**src/sv/uartbd_pkg.sv**
```systemverilog
`timescale 1ns / 1ps

package uartbd_pkg;

  // Field widths
  localparam int BAUD_W = 24;
  localparam int PCLK_W = 28;
  localparam int F_W    = 14;

  // Shared divider geometry
  localparam int DIV_W   = 40;                 // dividend / quotient width
  localparam int DVSR_W  = 28;                 // divisor width
  localparam int CNT_W   = $clog2(DIV_W);

  localparam logic [PCLK_W-1:0] PCLK_RESET = 28'd72000000;
  localparam logic [F_W-1:0]    SCALE      = 14'd10000;
  localparam logic [7:0]        ERR_FACTOR = 8'd200;
  localparam logic [3:0]        MAX_MUL    = 4'd15;
  localparam logic [15:0]       MAX_DIV    = 16'hFFFF;
  localparam logic [7:0]        FRAC_NONE  = 8'h10;

  typedef enum logic [3:0] {
    ST_IDLE,
    ST_DIV_D,
    ST_CHK_D,
    ST_DIV_R,
    ST_CHK_E,
    ST_DIV_F,
    ST_SEARCH,
    ST_START_A,
    ST_DIV_A,
    ST_FINISH
  } calc_state_t;

  typedef struct packed {
    logic              start;
    logic [DIV_W-1:0]  dividend;
    logic [DVSR_W-1:0] divisor;
  } div_req_t;

  typedef struct packed {
    logic [F_W-1:0] quo;
    logic [3:0]     rem;
  } frac_step_t;

  // Per-add increment of floor(add * 10000 / mul): quotient and remainder of 10000 / mul
  function automatic frac_step_t frac_step(input logic [3:0] mul);
    frac_step_t s;
    s = '0;
    case (mul)
      4'd1:  s = '{quo: F_W'(SCALE / 1),  rem: 4'(SCALE % 1)};
      4'd2:  s = '{quo: F_W'(SCALE / 2),  rem: 4'(SCALE % 2)};
      4'd3:  s = '{quo: F_W'(SCALE / 3),  rem: 4'(SCALE % 3)};
      4'd4:  s = '{quo: F_W'(SCALE / 4),  rem: 4'(SCALE % 4)};
      4'd5:  s = '{quo: F_W'(SCALE / 5),  rem: 4'(SCALE % 5)};
      4'd6:  s = '{quo: F_W'(SCALE / 6),  rem: 4'(SCALE % 6)};
      4'd7:  s = '{quo: F_W'(SCALE / 7),  rem: 4'(SCALE % 7)};
      4'd8:  s = '{quo: F_W'(SCALE / 8),  rem: 4'(SCALE % 8)};
      4'd9:  s = '{quo: F_W'(SCALE / 9),  rem: 4'(SCALE % 9)};
      4'd10: s = '{quo: F_W'(SCALE / 10), rem: 4'(SCALE % 10)};
      4'd11: s = '{quo: F_W'(SCALE / 11), rem: 4'(SCALE % 11)};
      4'd12: s = '{quo: F_W'(SCALE / 12), rem: 4'(SCALE % 12)};
      4'd13: s = '{quo: F_W'(SCALE / 13), rem: 4'(SCALE % 13)};
      4'd14: s = '{quo: F_W'(SCALE / 14), rem: 4'(SCALE % 14)};
      4'd15: s = '{quo: F_W'(SCALE / 15), rem: 4'(SCALE % 15)};
      default: s = '0;
    endcase
    return s;
  endfunction

endpackage

```
**src/sv/uartbd_div.sv**
```systemverilog
`timescale 1ns / 1ps

// Restoring divider, one quotient bit per cycle.
// quotient is valid in the cycle done is high.
module uartbd_div
  import uartbd_pkg::*;
(
  input  logic             clk,
  input  logic             rst_n,
  input  div_req_t         req,
  output logic             done,
  output logic [DIV_W-1:0] quotient
);

  logic              busy_r;
  logic              done_r;
  logic [CNT_W-1:0]  cnt_r;
  logic [DVSR_W:0]   rem_r;
  logic [DIV_W-1:0]  quo_r;
  logic [DVSR_W-1:0] dvsr_r;

  logic [DVSR_W:0]   shifted;
  logic              fits;

  // Trial subtract
  assign shifted = {rem_r[DVSR_W-1:0], quo_r[DIV_W-1]};
  assign fits    = (shifted >= {1'b0, dvsr_r});

  // Control
  always_ff @(posedge clk) begin
    if (!rst_n) begin
      busy_r <= 1'b0;
      done_r <= 1'b0;
      cnt_r  <= '0;
    end else begin
      done_r <= 1'b0;
      if (req.start) begin
        busy_r <= 1'b1;
        cnt_r  <= '0;
      end else if (busy_r) begin
        cnt_r <= cnt_r + 1'b1;
        if (cnt_r == CNT_W'(DIV_W - 1)) begin
          busy_r <= 1'b0;
          done_r <= 1'b1;
        end
      end
    end
  end

  // Datapath: dividend shifts out the top, quotient bits shift in the bottom
  always_ff @(posedge clk) begin
    if (req.start) begin
      quo_r  <= req.dividend;
      dvsr_r <= req.divisor;
      rem_r  <= '0;
    end else if (busy_r) begin
      rem_r <= fits ? (shifted - {1'b0, dvsr_r}) : shifted;
      quo_r <= {quo_r[DIV_W-2:0], fits};
    end
  end

  assign done     = done_r;
  assign quotient = quo_r;

endmodule

```
**src/sv/uart_baud_divisor_calculator_unit.sv**
```systemverilog
`timescale 1ns / 1ps

// Steps: an out-of-range result follows the divisor pass alone; without fractional correction
// a rate pass follows; with it, a fraction pass, the add/mul search and an achieved-baud pass.
// Throughput: one transaction at a time; in_ready is high only while the sequencer idles.
// A finished result waits in the output register while the next transaction is taken.
// Reset (rst_n low, synchronous): sequencer idle, no result pending, clock register 72 MHz.
module uart_baud_divisor_calculator_unit
  import uartbd_pkg::*;
(
  input  logic              clk,
  input  logic              rst_n,
  input  logic              cfg_valid,
  output logic              cfg_ready,
  input  logic [PCLK_W-1:0] cfg_peripheral_clock_hz,
  input  logic              in_valid,
  output logic              in_ready,
  input  logic [BAUD_W-1:0] in_requested_baud,
  output logic              out_valid,
  input  logic              out_ready,
  output logic [7:0]        out_divisor_low,
  output logic [7:0]        out_divisor_high,
  output logic [7:0]        out_fraction_byte,
  output logic              out_fraction_used,
  output logic [BAUD_W-1:0] out_achieved_baud,
  output logic              out_out_of_range
);

  calc_state_t state_r, state_nxt;

  logic [PCLK_W-1:0] pclk_r;
  logic [BAUD_W-1:0] baud_r;
  logic [PCLK_W-1:0] d_r;
  logic [BAUD_W-1:0] r_r;
  logic [F_W-1:0]    f_r;
  logic [BAUD_W-1:0] ach_r;
  logic              oor_r;
  logic              used_r;

  logic [3:0]        m_r, a_r, bm_r, ba_r, rem_r;
  logic [F_W-1:0]    q_r, best_r;

  logic              out_valid_r;
  logic [7:0]        out_dl_r, out_dh_r, out_frac_r;
  logic              out_used_r, out_oor_r;
  logic [BAUD_W-1:0] out_ach_r;

  div_req_t          div_req;
  logic              div_done;
  logic [DIV_W-1:0]  div_quo;

  logic              in_fire;
  logic              d_bad;
  logic [BAUD_W-1:0] diff;
  logic              err_big;
  logic [F_W-1:0]    v;
  logic              last_a;
  frac_step_t        step;
  logic [4:0]        rem_sum;
  logic              out_free;

  uartbd_div u_div (
    .clk      (clk),
    .rst_n    (rst_n),
    .req      (div_req),
    .done     (div_done),
    .quotient (div_quo)
  );

  assign cfg_ready = 1'b1;
  assign in_ready  = (state_r == ST_IDLE);
  assign in_fire   = in_valid && in_ready;
  assign out_free  = !out_valid_r || out_ready;

  // Condition terms
  assign d_bad   = (baud_r == '0) || (d_r == '0) || (d_r > PCLK_W'(MAX_DIV));
  assign diff    = r_r - baud_r;
  assign err_big = (r_r > baud_r) &&
                   ((32'(diff) * 32'(ERR_FACTOR)) > 32'(baud_r));

  // Search scoring and add/mul stepping
  assign v       = (f_r >= q_r) ? (f_r - q_r) : (q_r - f_r);
  assign last_a  = (a_r == (m_r - 4'd1));
  assign step    = frac_step(m_r);
  assign rem_sum = {1'b0, rem_r} + {1'b0, step.rem};

  // Next state
  always_comb begin
    state_nxt = state_r;
    case (state_r)
      ST_IDLE:    if (in_fire) state_nxt = ST_DIV_D;
      ST_DIV_D:   if (div_done) state_nxt = ST_CHK_D;
      ST_CHK_D:   state_nxt = d_bad ? ST_FINISH : ST_DIV_R;
      ST_DIV_R:   if (div_done) state_nxt = ST_CHK_E;
      ST_CHK_E:   state_nxt = err_big ? ST_DIV_F : ST_FINISH;
      ST_DIV_F:   if (div_done) state_nxt = ST_SEARCH;
      ST_SEARCH:  if (last_a && (m_r == MAX_MUL)) state_nxt = ST_START_A;
      ST_START_A: state_nxt = ST_DIV_A;
      ST_DIV_A:   if (div_done) state_nxt = ST_FINISH;
      ST_FINISH:  if (out_free) state_nxt = ST_IDLE;
      default:    state_nxt = ST_IDLE;
    endcase
  end

  // Divider requests
  always_comb begin
    div_req = '0;
    case (state_r)
      ST_IDLE: begin
        div_req.start    = in_fire;
        div_req.dividend = DIV_W'(pclk_r);
        div_req.divisor  = {in_requested_baud, 4'b0000};
      end
      ST_CHK_D: begin
        div_req.start    = !d_bad;
        div_req.dividend = DIV_W'(pclk_r);
        div_req.divisor  = {d_r[DVSR_W-5:0], 4'b0000};
      end
      ST_CHK_E: begin
        div_req.start    = err_big;
        div_req.dividend = DIV_W'(38'(diff) * 38'(SCALE));
        div_req.divisor  = DVSR_W'(baud_r);
      end
      ST_START_A: begin
        div_req.start    = 1'b1;
        div_req.dividend = DIV_W'(28'(r_r) * 28'(bm_r));
        div_req.divisor  = DVSR_W'({1'b0, bm_r} + {1'b0, ba_r});
      end
      default: div_req = '0;
    endcase
  end

  always_ff @(posedge clk) begin
    if (!rst_n) begin
      state_r <= ST_IDLE;
      pclk_r  <= PCLK_RESET;
    end else begin
      state_r <= state_nxt;
      if (cfg_valid && cfg_ready) pclk_r <= cfg_peripheral_clock_hz;
    end
  end

  // Working registers
  always_ff @(posedge clk) begin
    case (state_r)
      ST_IDLE: begin
        if (in_fire) begin
          baud_r <= in_requested_baud;
          oor_r  <= 1'b0;
          used_r <= 1'b0;
        end
      end
      ST_DIV_D: if (div_done) d_r <= div_quo[PCLK_W-1:0];
      ST_CHK_D: oor_r <= d_bad;
      ST_DIV_R: if (div_done) r_r <= div_quo[BAUD_W-1:0];
      ST_CHK_E: used_r <= err_big;
      ST_DIV_F: begin
        if (div_done) begin
          f_r    <= div_quo[F_W-1:0];
          m_r    <= 4'd1;
          a_r    <= 4'd0;
          q_r    <= '0;
          rem_r  <= 4'd0;
          best_r <= SCALE;
          bm_r   <= 4'd1;
          ba_r   <= 4'd0;
        end
      end
      ST_SEARCH: begin
        // later pairs win ties
        if (v <= best_r) begin
          best_r <= v;
          bm_r   <= m_r;
          ba_r   <= a_r;
        end
        if (last_a) begin
          m_r   <= m_r + 4'd1;
          a_r   <= 4'd0;
          q_r   <= '0;
          rem_r <= 4'd0;
        end else begin
          a_r <= a_r + 4'd1;
          if (rem_sum >= {1'b0, m_r}) begin
            rem_r <= 4'(rem_sum - {1'b0, m_r});
            q_r   <= q_r + step.quo + F_W'(1);
          end else begin
            rem_r <= rem_sum[3:0];
            q_r   <= q_r + step.quo;
          end
        end
      end
      ST_DIV_A: if (div_done) ach_r <= div_quo[BAUD_W-1:0];
      default: ;
    endcase
  end

  // Output register
  always_ff @(posedge clk) begin
    if (!rst_n) begin
      out_valid_r <= 1'b0;
    end else if ((state_r == ST_FINISH) && out_free) begin
      out_valid_r <= 1'b1;
    end else if (out_ready) begin
      out_valid_r <= 1'b0;
    end
  end

  always_ff @(posedge clk) begin
    if ((state_r == ST_FINISH) && out_free) begin
      if (oor_r) begin
        out_dl_r   <= 8'd0;
        out_dh_r   <= 8'd0;
        out_frac_r <= 8'd0;
        out_used_r <= 1'b0;
        out_ach_r  <= '0;
        out_oor_r  <= 1'b1;
      end else begin
        out_dl_r   <= d_r[7:0];
        out_dh_r   <= d_r[15:8];
        out_frac_r <= used_r ? {bm_r, ba_r} : FRAC_NONE;
        out_used_r <= used_r;
        out_ach_r  <= used_r ? ach_r : r_r;
        out_oor_r  <= 1'b0;
      end
    end
  end

  assign out_valid         = out_valid_r;
  assign out_divisor_low   = out_dl_r;
  assign out_divisor_high  = out_dh_r;
  assign out_fraction_byte = out_frac_r;
  assign out_fraction_used = out_used_r;
  assign out_achieved_baud = out_ach_r;
  assign out_out_of_range  = out_oor_r;

  // Checks
  a_div_done_in_wait: assert property (@(posedge clk) disable iff (!rst_n)
    div_done |-> (state_r == ST_DIV_D || state_r == ST_DIV_R ||
                  state_r == ST_DIV_F || state_r == ST_DIV_A))
    else $error("divider finished outside a wait state");

  a_search_pair_ok: assert property (@(posedge clk) disable iff (!rst_n)
    (state_r == ST_SEARCH) |-> (a_r < m_r) && (m_r != 4'd0) && (rem_r < m_r))
    else $error("search pair out of range");

  a_oor_fields_zero: assert property (@(posedge clk) disable iff (!rst_n)
    (out_valid && out_out_of_range) |-> (out_achieved_baud == '0) &&
      (out_fraction_byte == 8'd0) && (out_divisor_low == 8'd0) &&
      (out_divisor_high == 8'd0) && !out_fraction_used)
    else $error("out-of-range result carries data");

  a_no_frac_byte: assert property (@(posedge clk) disable iff (!rst_n)
    (out_valid && !out_out_of_range && !out_fraction_used) |->
      (out_fraction_byte == FRAC_NONE))
    else $error("fraction byte set without correction");

  a_accept_starts_div: assert property (@(posedge clk) disable iff (!rst_n)
    in_fire |=> (state_r == ST_DIV_D))
    else $error("accepted transaction did not start the divisor pass");

endmodule
```
**config.mk**
```make
export PLATFORM = sky130hd
export DESIGN_NAME = uart_baud_divisor_calculator_unit
export DESIGN_NICKNAME = d
export VERILOG_FILES = /design/src/sv/uartbd_pkg.sv /design/src/sv/uartbd_div.sv /design/src/sv/uart_baud_divisor_calculator_unit.sv
export SDC_FILE = /design/constraint.sdc
export NUM_CORES = 1
export LEC_CHECK = 0
export BUFFER_PORTS_ARGS = -buffer_cell sky130_fd_sc_hd__buf_2
export CORE_MARGIN = 8
export CORE_UTILIZATION = 41
export DETAILED_ROUTE_END_ITERATION = 8
export GPL_ROUTABILITY_DRIVEN = 0
export GPL_TIMING_DRIVEN = 0
export PLACE_DENSITY = 0.55
export SYNTH_ARGS = -nofsm -noshare
export SYNTH_HDL_FRONTEND = slang
export SYNTH_HIERARCHICAL = 1
export SYNTH_SLANG_ARGS = --single-unit
```
**constraint.sdc**
```tcl
create_clock -name clk -period 11.7 [get_ports clk]
set_clock_uncertainty 0.1 [all_clocks]
set_input_delay 1.755 -clock clk [delete_from_list [all_inputs] [get_ports clk]]
set_output_delay 1.755 -clock clk [all_outputs]
set_load 0.01 [all_outputs]
```
==> flow_summary.json, run 1 <==
{
  "fp.dieArea_sq_um": 82610,
  "overflow": 0,
  "htreeDepth": 2,
  "r2r_start": "r_r[7]",
  "hold_class": "register to register",
  "drt-total-wl_microns": 89030,
  "post_cts_buffers": 0,
  "crit_arrival_ps": 11230,
  "clock_latency_ps": 580,
  "ys_seq_area_share_pct": 33.80,
  "rr_worst_depth": 34,
  "timing.rr.end": "u_div/quotient[38]",
  "grt_usage_pct": 21.12,
  "cp-end-kind": "register",
  "synth_top_area_share_pct": 28.04,
  "cpMostUsedCell": "ha_1",
  "route.detailed.drc": 0,
  "place.port_buffers": 107,
  "num-nets-final": 3819,
  "postRouteAntennaNets": 0,
  "design_area_sq_um": 33580,
  "wire_per_inst_microns": 20.84,
  "path_delay_family": "compound AO/OA/AOI/OAI gates",
  "drt_iter0_markers": 1535,
  "ys.flop_type": "edfxtp_1",
  "netlist_area_sq_um": 30200,
  "ys_ff_latch": 369,
  "ys_async_sr_fraction_pct": 0,
  "hold_buffers": 0,
  "period_share_pct": 94.25,
  "rrSetupSlack_ps": 670,
  "slew_viol_final": 0,
  "worstHoldPathCells": 2,
  "clock-root-buffer": "clkbuf_16",
  "synthTopCellsByArea": "edfxtp_1, ha_1, fa_1, dfxtp_1, inv_1",
  "row_count": 99,
  "path_clk_slew_ps": 60,
  "synth_top_area_cell": "edfxtp_1",
  "grt_pass1_wl_microns": 136300,
  "yosysMostFrequentCell": "inv_1",
  "synth_warnings": 6,
  "io_pins": 110,
  "viasPerCell": 5.460,
  "synth.distinct_cells": 97,
  "holdPathEnd": "pclk_r[26]",
  "grt_pass1_vias": 23390,
  "cp_slowest_cell": "o2111ai_4",
  "synthTopCellsByCount": "inv_1, ha_1, edfxtp_1",
  "clock_path_buffers": 3,
  "start_util_pct": 41.40,
  "vias": 23320,
  "hpwlAfterDp_microns": 72840,
  "required_ps": 11910,
  "synthCells": 3118,
  "synth_area_per_cell_sq_um": 9.687,
  "numCtsBuffers": 43,
  "rsz0062_at_grt": "no",
  "status": "completed",
  "drive_above_1_share_pct": 9.239,
  "cts_resized": 0,
  "crit_fanout": 16,
  "slew_headroom_pct": 5.638,
  "areaGrowthSynthToFinish_pct": 11.18,
  "worstMarginPinSlew_ps": 1405,
  "cts.sinks": 369,
  "placed_area_sq_um": 32110,
  "first_pass_iters": 5,
  "grt_max_degree": 32,
  "synth_edf_count": 282,
  "min_period_ps": 11030,
  "cts_tree": "done",
  "max_freq_mhz": 90.69,
  "critPathLaunchType": "register",
  "fill_cells": 6932,
  "path_buf_inv": 6,
  "die_w_microns": 287.4,
  "worstHoldStart": "pclk_r[26]",
  "setup_viol_count_final": 0,
  "antenna_found_initial": 6,
  "chipHeight_microns": 287.4,
  "maxCapViolCount": 0,
  "cpPeakStageDelay_ps": 780,
  "coreArea_sq_um": 72960,
  "crit_type": "register to register",
  "hold_violations": 0
}
[state kept, by name, summed over array words and instances, names as in the netlist, 6 cells and up]
signal / flops
u_div/quotient: 40
f_r: 14
d_r: 28
out_divisor_high: 8
u_div/rem_r: 28
out_fraction_byte: 8
best_r: 14
q_r: 14
pclk_r: 28
u_div/dvsr_r: 28
ach_r: 24
baud_r: 24
u_div/cnt_r: 6
step: 18
out_achieved_baud: 24
out_divisor_low: 8
r_r: 24
[metal layers]
metal / vias to the layer above / share of wire (%) / global-route usage [%]
li1: 11200 / - / -
met1: 11280 / 44 / 28.09
met2: 699 / 47 / 35.07
met3: 138 / 6.8 / 3.794
met4: 4 / 2.8 / 5.848
met5: - / 0.029 / 0
[worst max path at each step]
stage	from	to	cells after the start	slack, ps
floorplan	r_r[5]	u_div/quotient[0]	33	1970
finish	r_r[7]	u_div/quotient[38]	34	670
global placement	r_r[7]	u_div/quotient[26]	33	-2540
detailed placement	r_r[7]	u_div/quotient[38]	34	680
CTS	r_r[7]	u_div/quotient[38]	34	700
global route	r_r[7]	u_div/quotient[38]	34	80
[cells by family (layout without fill, tap and decap cells)]
kind of cell,Yosys count,count (layout),share of synthesized area [%]
other,2,4,0.02486
muxes,117,117,4.064
buffers and inverters,556,749,7.046
adders and majority gates,485,485,23.32
xor gates and xnor gates,164,164,4.756
AOI/OAI and AO/OA,639,639,14.45
DFF,369,369,33.80
and+or+nand+nor,786,786,12.54
[tightest hold or removal path: cells and delay by family (launching register included)]
| kind | cells | cell delay [ps] |
|---|---|---|
| flip-flops | 1 | 340 |
| multiplexers | 1 | 70 |
| AND/OR/NAND/NOR | 1 | 60 |
[cell usage in the layout (no fill, tap or decap), drive strengths merged, types with 74 or more instances in the layout]
cell type / count
inv: 470
nor2: 223
dfxtp: 87
ha: 355
nand2: 230
fa: 130
edfxtp: 282
xnor2: 74
buf: 123
a21oi: 148
o21ai: 126
clkbuf: 130
xor2: 90
a21o: 98
[final cells by class]
class	instances	area [sq um]	share of cell area (%)
Clock inverter	31	326.6	0.9724
Clock buffer	49	1141	3.398
Antenna cell	1	2.502	0.007452
Tap cell	959	1200	3.573
Multi-Input combinational cell	2194	17930	53.39
Buffer	91	382.9	1.140
Inverter	465	1745	5.197
Timing Repair Buffer	113	644.4	1.919
Sequential cell	369	10210	30.40
[through the flow]
stage / util (%) / instances / hold slack (ps) / TNS (ps) / worst slack [ps]
after floorplan: - / 3119 / 322.2 / 0 / 1966
after global placement: 43.78 / 4185 / 369.4 / -148770 / -2543
after detailed placement: 44.01 / 4191 / 377.3 / 0 / 678.7
after CTS: 46.03 / 4271 / 392.5 / 0 / 699.3
after global routing: 46.03 / 4271 / 418.7 / 0 / 75.83
final: 46.03 / 4272 / 391.9 / 0 / 672.8
Power of run 1 is not shown: default switching activity piles up to over one toggle a cycle in this logic, so the estimate is an artifact.
==> inputs of run 2 (changes only) <==
- CORE_UTILIZATION: 41 -> 31
- PLACE_DENSITY: 0.55 -> 0.44
==> run 2 against run 1 <==
  * Cell count up 7.7%
  * Sequential cell count unchanged
  * Routed wire length up 9.1%
  * Maximum frequency up 0.92%
  * Hold slack worse by 48 ps
  * Via count down 2.9%
  * Non-clock buffer count up 1
==> flow_summary.json, run 2 (synthesized netlist as in run 1, its figures left out) <==
{
  "status": "completed",
  "coreArea_sq_um": 96570,
  "io_pins": 110,
  "critPathLaunchType": "register",
  "first_pass_iters": 5,
  "postRouteAntennaNets": 0,
  "slew_viol_final": 0,
  "start_util_pct": 31.28,
  "path_delay_family": "simple AND/OR/NAND/NOR gates",
  "drt-total-wl_microns": 97140,
  "place.port_buffers": 107,
  "dpl_worst_slack_ps": 92.47,
  "grt_max_degree": 29,
  "vias": 22660,
  "hold_buffers": 0,
  "hold_class": "register to register",
  "setup_viol_count_final": 0,
  "fill_cells": 9928,
  "grt_pass1_wl_microns": 146300,
  "path_buf_inv": 6,
  "row_count": 114,
  "hpwlAfterDp_microns": 79250,
  "antenna_found_initial": 10,
  "drt_iter0_markers": 1313,
  "viasPerCell": 4.923,
  "htreeDepth": 2,
  "overflow": 0,
  "numCtsBuffers": 48,
  "die_w_microns": 328.1,
  "grt_usage_pct": 17.77,
  "crit_arrival_ps": 11170,
  "cts.sinks": 369,
  "chipHeight_microns": 328.1,
  "rsz0062_at_grt": "no",
  "clock_latency_ps": 630,
  "required_ps": 11950,
  "slew_headroom_pct": 8.807,
  "clock_path_buffers": 3,
  "areaGrowthSynthToFinish_pct": 13.25,
  "layout_common_cells": "inv_1, ha_1, edfxtp_1, nand2_1, nor2_1",
  "period_share_pct": 93.39,
  "cpPeakStageDelay_ps": 830,
  "final_common_cell": "inv_1",
  "multi_input_area_sq_um": 17960,
  "timing.final.ws_setup_ps": 773.3,
  "drive_above_1_share_pct": 9.573,
  "maxCapViolCount": 0,
  "path_clk_slew_ps": 60,
  "min_period_ps": 10930,
  "clock-root-buffer": "clkbuf_16",
  "crit_type": "register to register",
  "fp.dieArea_sq_um": 107700,
  "route.detailed.drc": 0,
  "cp-end-kind": "register",
  "num-nets-final": 3825,
  "largest_reg_flops": 40,
  "cpMostUsedCell": "nand4_1",
  "cp_slowest_cell": "o2111ai_4",
  "cts_tree": "done",
  "worstMarginPinSlew_ps": 1367,
  "crit_fanout": 17,
  "grt_pass1_vias": 22530,
  "hold_violations": 0,
  "max_freq_mhz": 91.52,
  "seqCellArea_sq_um": 10210,
  "wire_per_inst_microns": 21.11
}
[run 2: cell count changes in the layout (fill, tap and decap cells not counted), sizes merged]
cell,before,now
clkinv,15,18
diode,1,4
clkbuf,130,145
bufinv,4,2
inv,470,467
clkinvlp,7,4
[run 2: timing repair]
action                                  4_1_cts  5_1_grt
resized for setup                             0        3
hold endpoints to repair                      0        0
setup buffers                                 0        0
endpoints found under the setup margin        0       18
[run 2: worst paths after layout]
kind	start	to	slack [ps]	cells past startpoint
max reg2reg	r_r[6]	u_div/quotient[38]	770	31
max	r_r[6]	u_div/quotient[38]	770	31
min	u_div/quotient[24]	d_r[24]	340	0
min reg2reg	u_div/quotient[24]	d_r[24]	340	0
[run 2: through the flow]
| step | instance area, sq um | std cells | TNS (ps) | hold slack, ps | utilization (%) |
|---|---|---|---|---|---|
| 3_3_place_gp | 32340 | 4502 | -263570 | 341.2 | 33.49 |
| 4_1_cts | 34190 | 4598 | 0 | 345.5 | 35.40 |
| 2_1_floorplan | 30210 | 3119 | 0 | 322.2 | - |
| 3_5_place_dp | 32560 | 4509 | 0 | 332.8 | 33.72 |
| 6_report | 34210 | 4602 | 0 | 343.7 | 35.42 |
| 5_1_grt | 34200 | 4600 | 0 | 359.0 | 35.42 |
[run 2: area by class of cell]
class                   count  share of cell area (%)
flip-flops and latches    369                   29.85
diodes                      4                 0.02926
plain buffers              91                   1.123
inverters                 465                   5.103
repair buffers            114                   1.979
well taps                1276                   4.667
multi-input cells        2194                   52.49
clock inverters            26                  0.7498
clock buffers              63                   4.009
[run 2: per-layer routing]
| metal | routed length [microns] | vias to the layer above | share of wire (%) | global-route usage [%] |
|---|---|---|---|---|
| met3 | 4183 | 88 | 4.3 | 2.218 |
| met2 | 44670 | 465 | 46 | 28.94 |
| li1 | - | 11230 | - | - |
| met1 | 46390 | 10880 | 48 | 25.20 |
| met4 | 1867 | 4 | 1.9 | 3.754 |
| met5 | 25 | - | 0.026 | 0 |
Power of run 2 is left out for the same reason.
==> inputs of run 3 (changes only) <==
- CELL_PAD_IN_SITES_DETAIL_PLACEMENT: unset -> 1
- CELL_PAD_IN_SITES_GLOBAL_PLACEMENT: unset -> 1
- PLACE_DENSITY: 0.44 -> 0.53
==> run 3 against run 2 <==
  * Count of clock-buffer cells in the layout decreased by 6
  * Sequential cell count unchanged
  * Maximum frequency decreased by 0.43%
==> flow_summary.json, run 3 (synthesized netlist as in run 1, its figures left out) <==
{
  "crit_arrival_ps": 11230,
  "cp-end-kind": "register",
  "largest_reg_flops": 40,
  "use_met1_pct": 26.07,
  "status": "completed",
  "max_freq_mhz": 91.13,
  "coreArea_sq_um": 96570,
  "postRouteAntennaNets": 0,
  "numCtsBuffers": 47,
  "multi_input_area_sq_um": 17950,
  "gr-usage-met2_pct": 31.20,
  "holdWs_ps": 407.4,
  "grt_usage_pct": 19.09,
  "crit_end": "u_div/quotient[38]",
  "io_pins": 110,
  "hold_buffers": 0,
  "first_pass_iters": 5,
  "seqCellArea_sq_um": 10210,
  "cpPeakStageDelay_ps": 800,
  "cts_tree": "done",
  "wire_per_inst_microns": 22.73,
  "vias": 23700,
  "fill_cells": 11030,
  "clock-root-buffer": "clkbuf_16",
  "antenna_found_initial": 10,
  "min_period_ps": 10970,
  "num-nets-final": 3823,
  "grt_max_degree": 29,
  "fp.dieArea_sq_um": 107700,
  "timing.rr.end": "u_div/quotient[38]",
  "slew_viol_final": 0,
  "final_common_cell": "inv_1",
  "hold_class": "register to register",
  "period_share_pct": 93.79,
  "slew_headroom_pct": 13.46,
  "r2r_start": "r_r[6]",
  "rsz0062_at_grt": "no",
  "worstMarginPinSlew_ps": 1288,
  "gr-usage-met3_pct": 2.687,
  "setup_viol_count_final": 0,
  "drive_above_1_share_pct": 9.195,
  "viasPerCell": 5.151,
  "rrSetupSlack_ps": 730,
  "crit_fanout": 16,
  "htreeDepth": 2,
  "grt_pass1_wl_microns": 157600,
  "drt-total-wl_microns": 104500,
  "grt_pass1_vias": 25160,
  "layout_common_cells": "inv_1, ha_1, edfxtp_1, nand2_1, nor2_1",
  "path_clk_slew_ps": 70,
  "route.detailed.drc": 0,
  "crit_start": "r_r[6]",
  "critPathLaunchType": "register",
  "hpwlAfterDp_microns": 86100,
  "start_util_pct": 31.28,
  "die_w_microns": 328.1,
  "cts.sinks": 369,
  "overflow": 0,
  "areaGrowthSynthToFinish_pct": 12.75,
  "clock_path_buffers": 3,
  "place.port_buffers": 107,
  "chipHeight_microns": 328.1,
  "row_count": 114,
  "hold_violations": 0,
  "cpMostUsedCell": "nand4_1",
  "required_ps": 11960,
  "maxCapViolCount": 0,
  "clock_latency_ps": 620,
  "crit_type": "register to register",
  "drt_iter0_markers": 1450,
  "cp_slowest_cell": "o2111ai_4",
  "rr_worst_depth": 31,
  "grt_busiest_layer": "met2"
}
==> run 3: cell types whose count changed in the layout (fill, tap and decap cells not counted), moves of 3 or more <==
cell       previous run  this run
clkinv_1              6        11
clkbuf_8              5         1
clkbuf_16            51        48
diode_2               4         7
==> run 3: timing repair <==
item | CTS | global route
resized for setup | 0 | 1
setup endpoints to repair | 0 | 14
buffers inserted | 0 | 0
==> run 3: how the worst min path moves through the flow <==
stage,start,to,depth (start not counted)
floorplan,u_div/quotient[24],d_r[24],0
global placement,u_div/cnt_r[5],u_div/cnt_r[5],2
detailed placement,u_div/rem_r[3],u_div/rem_r[4],2
CTS,u_div/rem_r[3],u_div/rem_r[4],2
global route,u_div/rem_r[3],u_div/rem_r[3],2
finish,pclk_r[20],pclk_r[20],2
==> run 3: area by class of cell <==
class,count,share of cell area [%]
antenna,7,0.05143
buffer,91,1.124
clock buffer,57,3.656
clock inverter,28,0.7164
inverter,465,5.125
multi-input combinational,2194,52.69
sequential,369,29.98
tap,1276,4.688
timing repair buffer,113,1.966
==> run 3: critical path: cells and delay by family, from the launching register on <==
family / cells / cell delay [ps]
and+or+nand+nor: 11 / 2410
adders and majority gates: 4 / 1640
xor gates and xnor gates: 2 / 750
DFF: 1 / 580
muxes: 1 / 470
buffers and inverters: 6 / 2240
AOI/OAI and AO/OA: 7 / 2470
==> run 3: metal layers <==
metal / vias to the layer above / wire length [microns]
met2: 419 / 48240
met1: 11950 / 48470
met5: - / 0
met4: 0 / 3341
li1: 11200 / -
met3: 129 / 4490
==> run 3: per-stage QoR <==
step	setup slack (ps)	instances	area, sq um	util (%)	setup TNS (ps)
5_1_grt	65.03	4593	34040	35.25	0
4_1_cts	202.2	4593	34030	35.24	0
2_1_floorplan	1966	3119	30210	-	0
3_5_place_dp	222.2	4508	32540	33.70	0
6_report	726.6	4600	34060	35.27	0
3_3_place_gp	-3029	4502	32340	33.49	-202580
Power of run 3 is left out for the same reason.
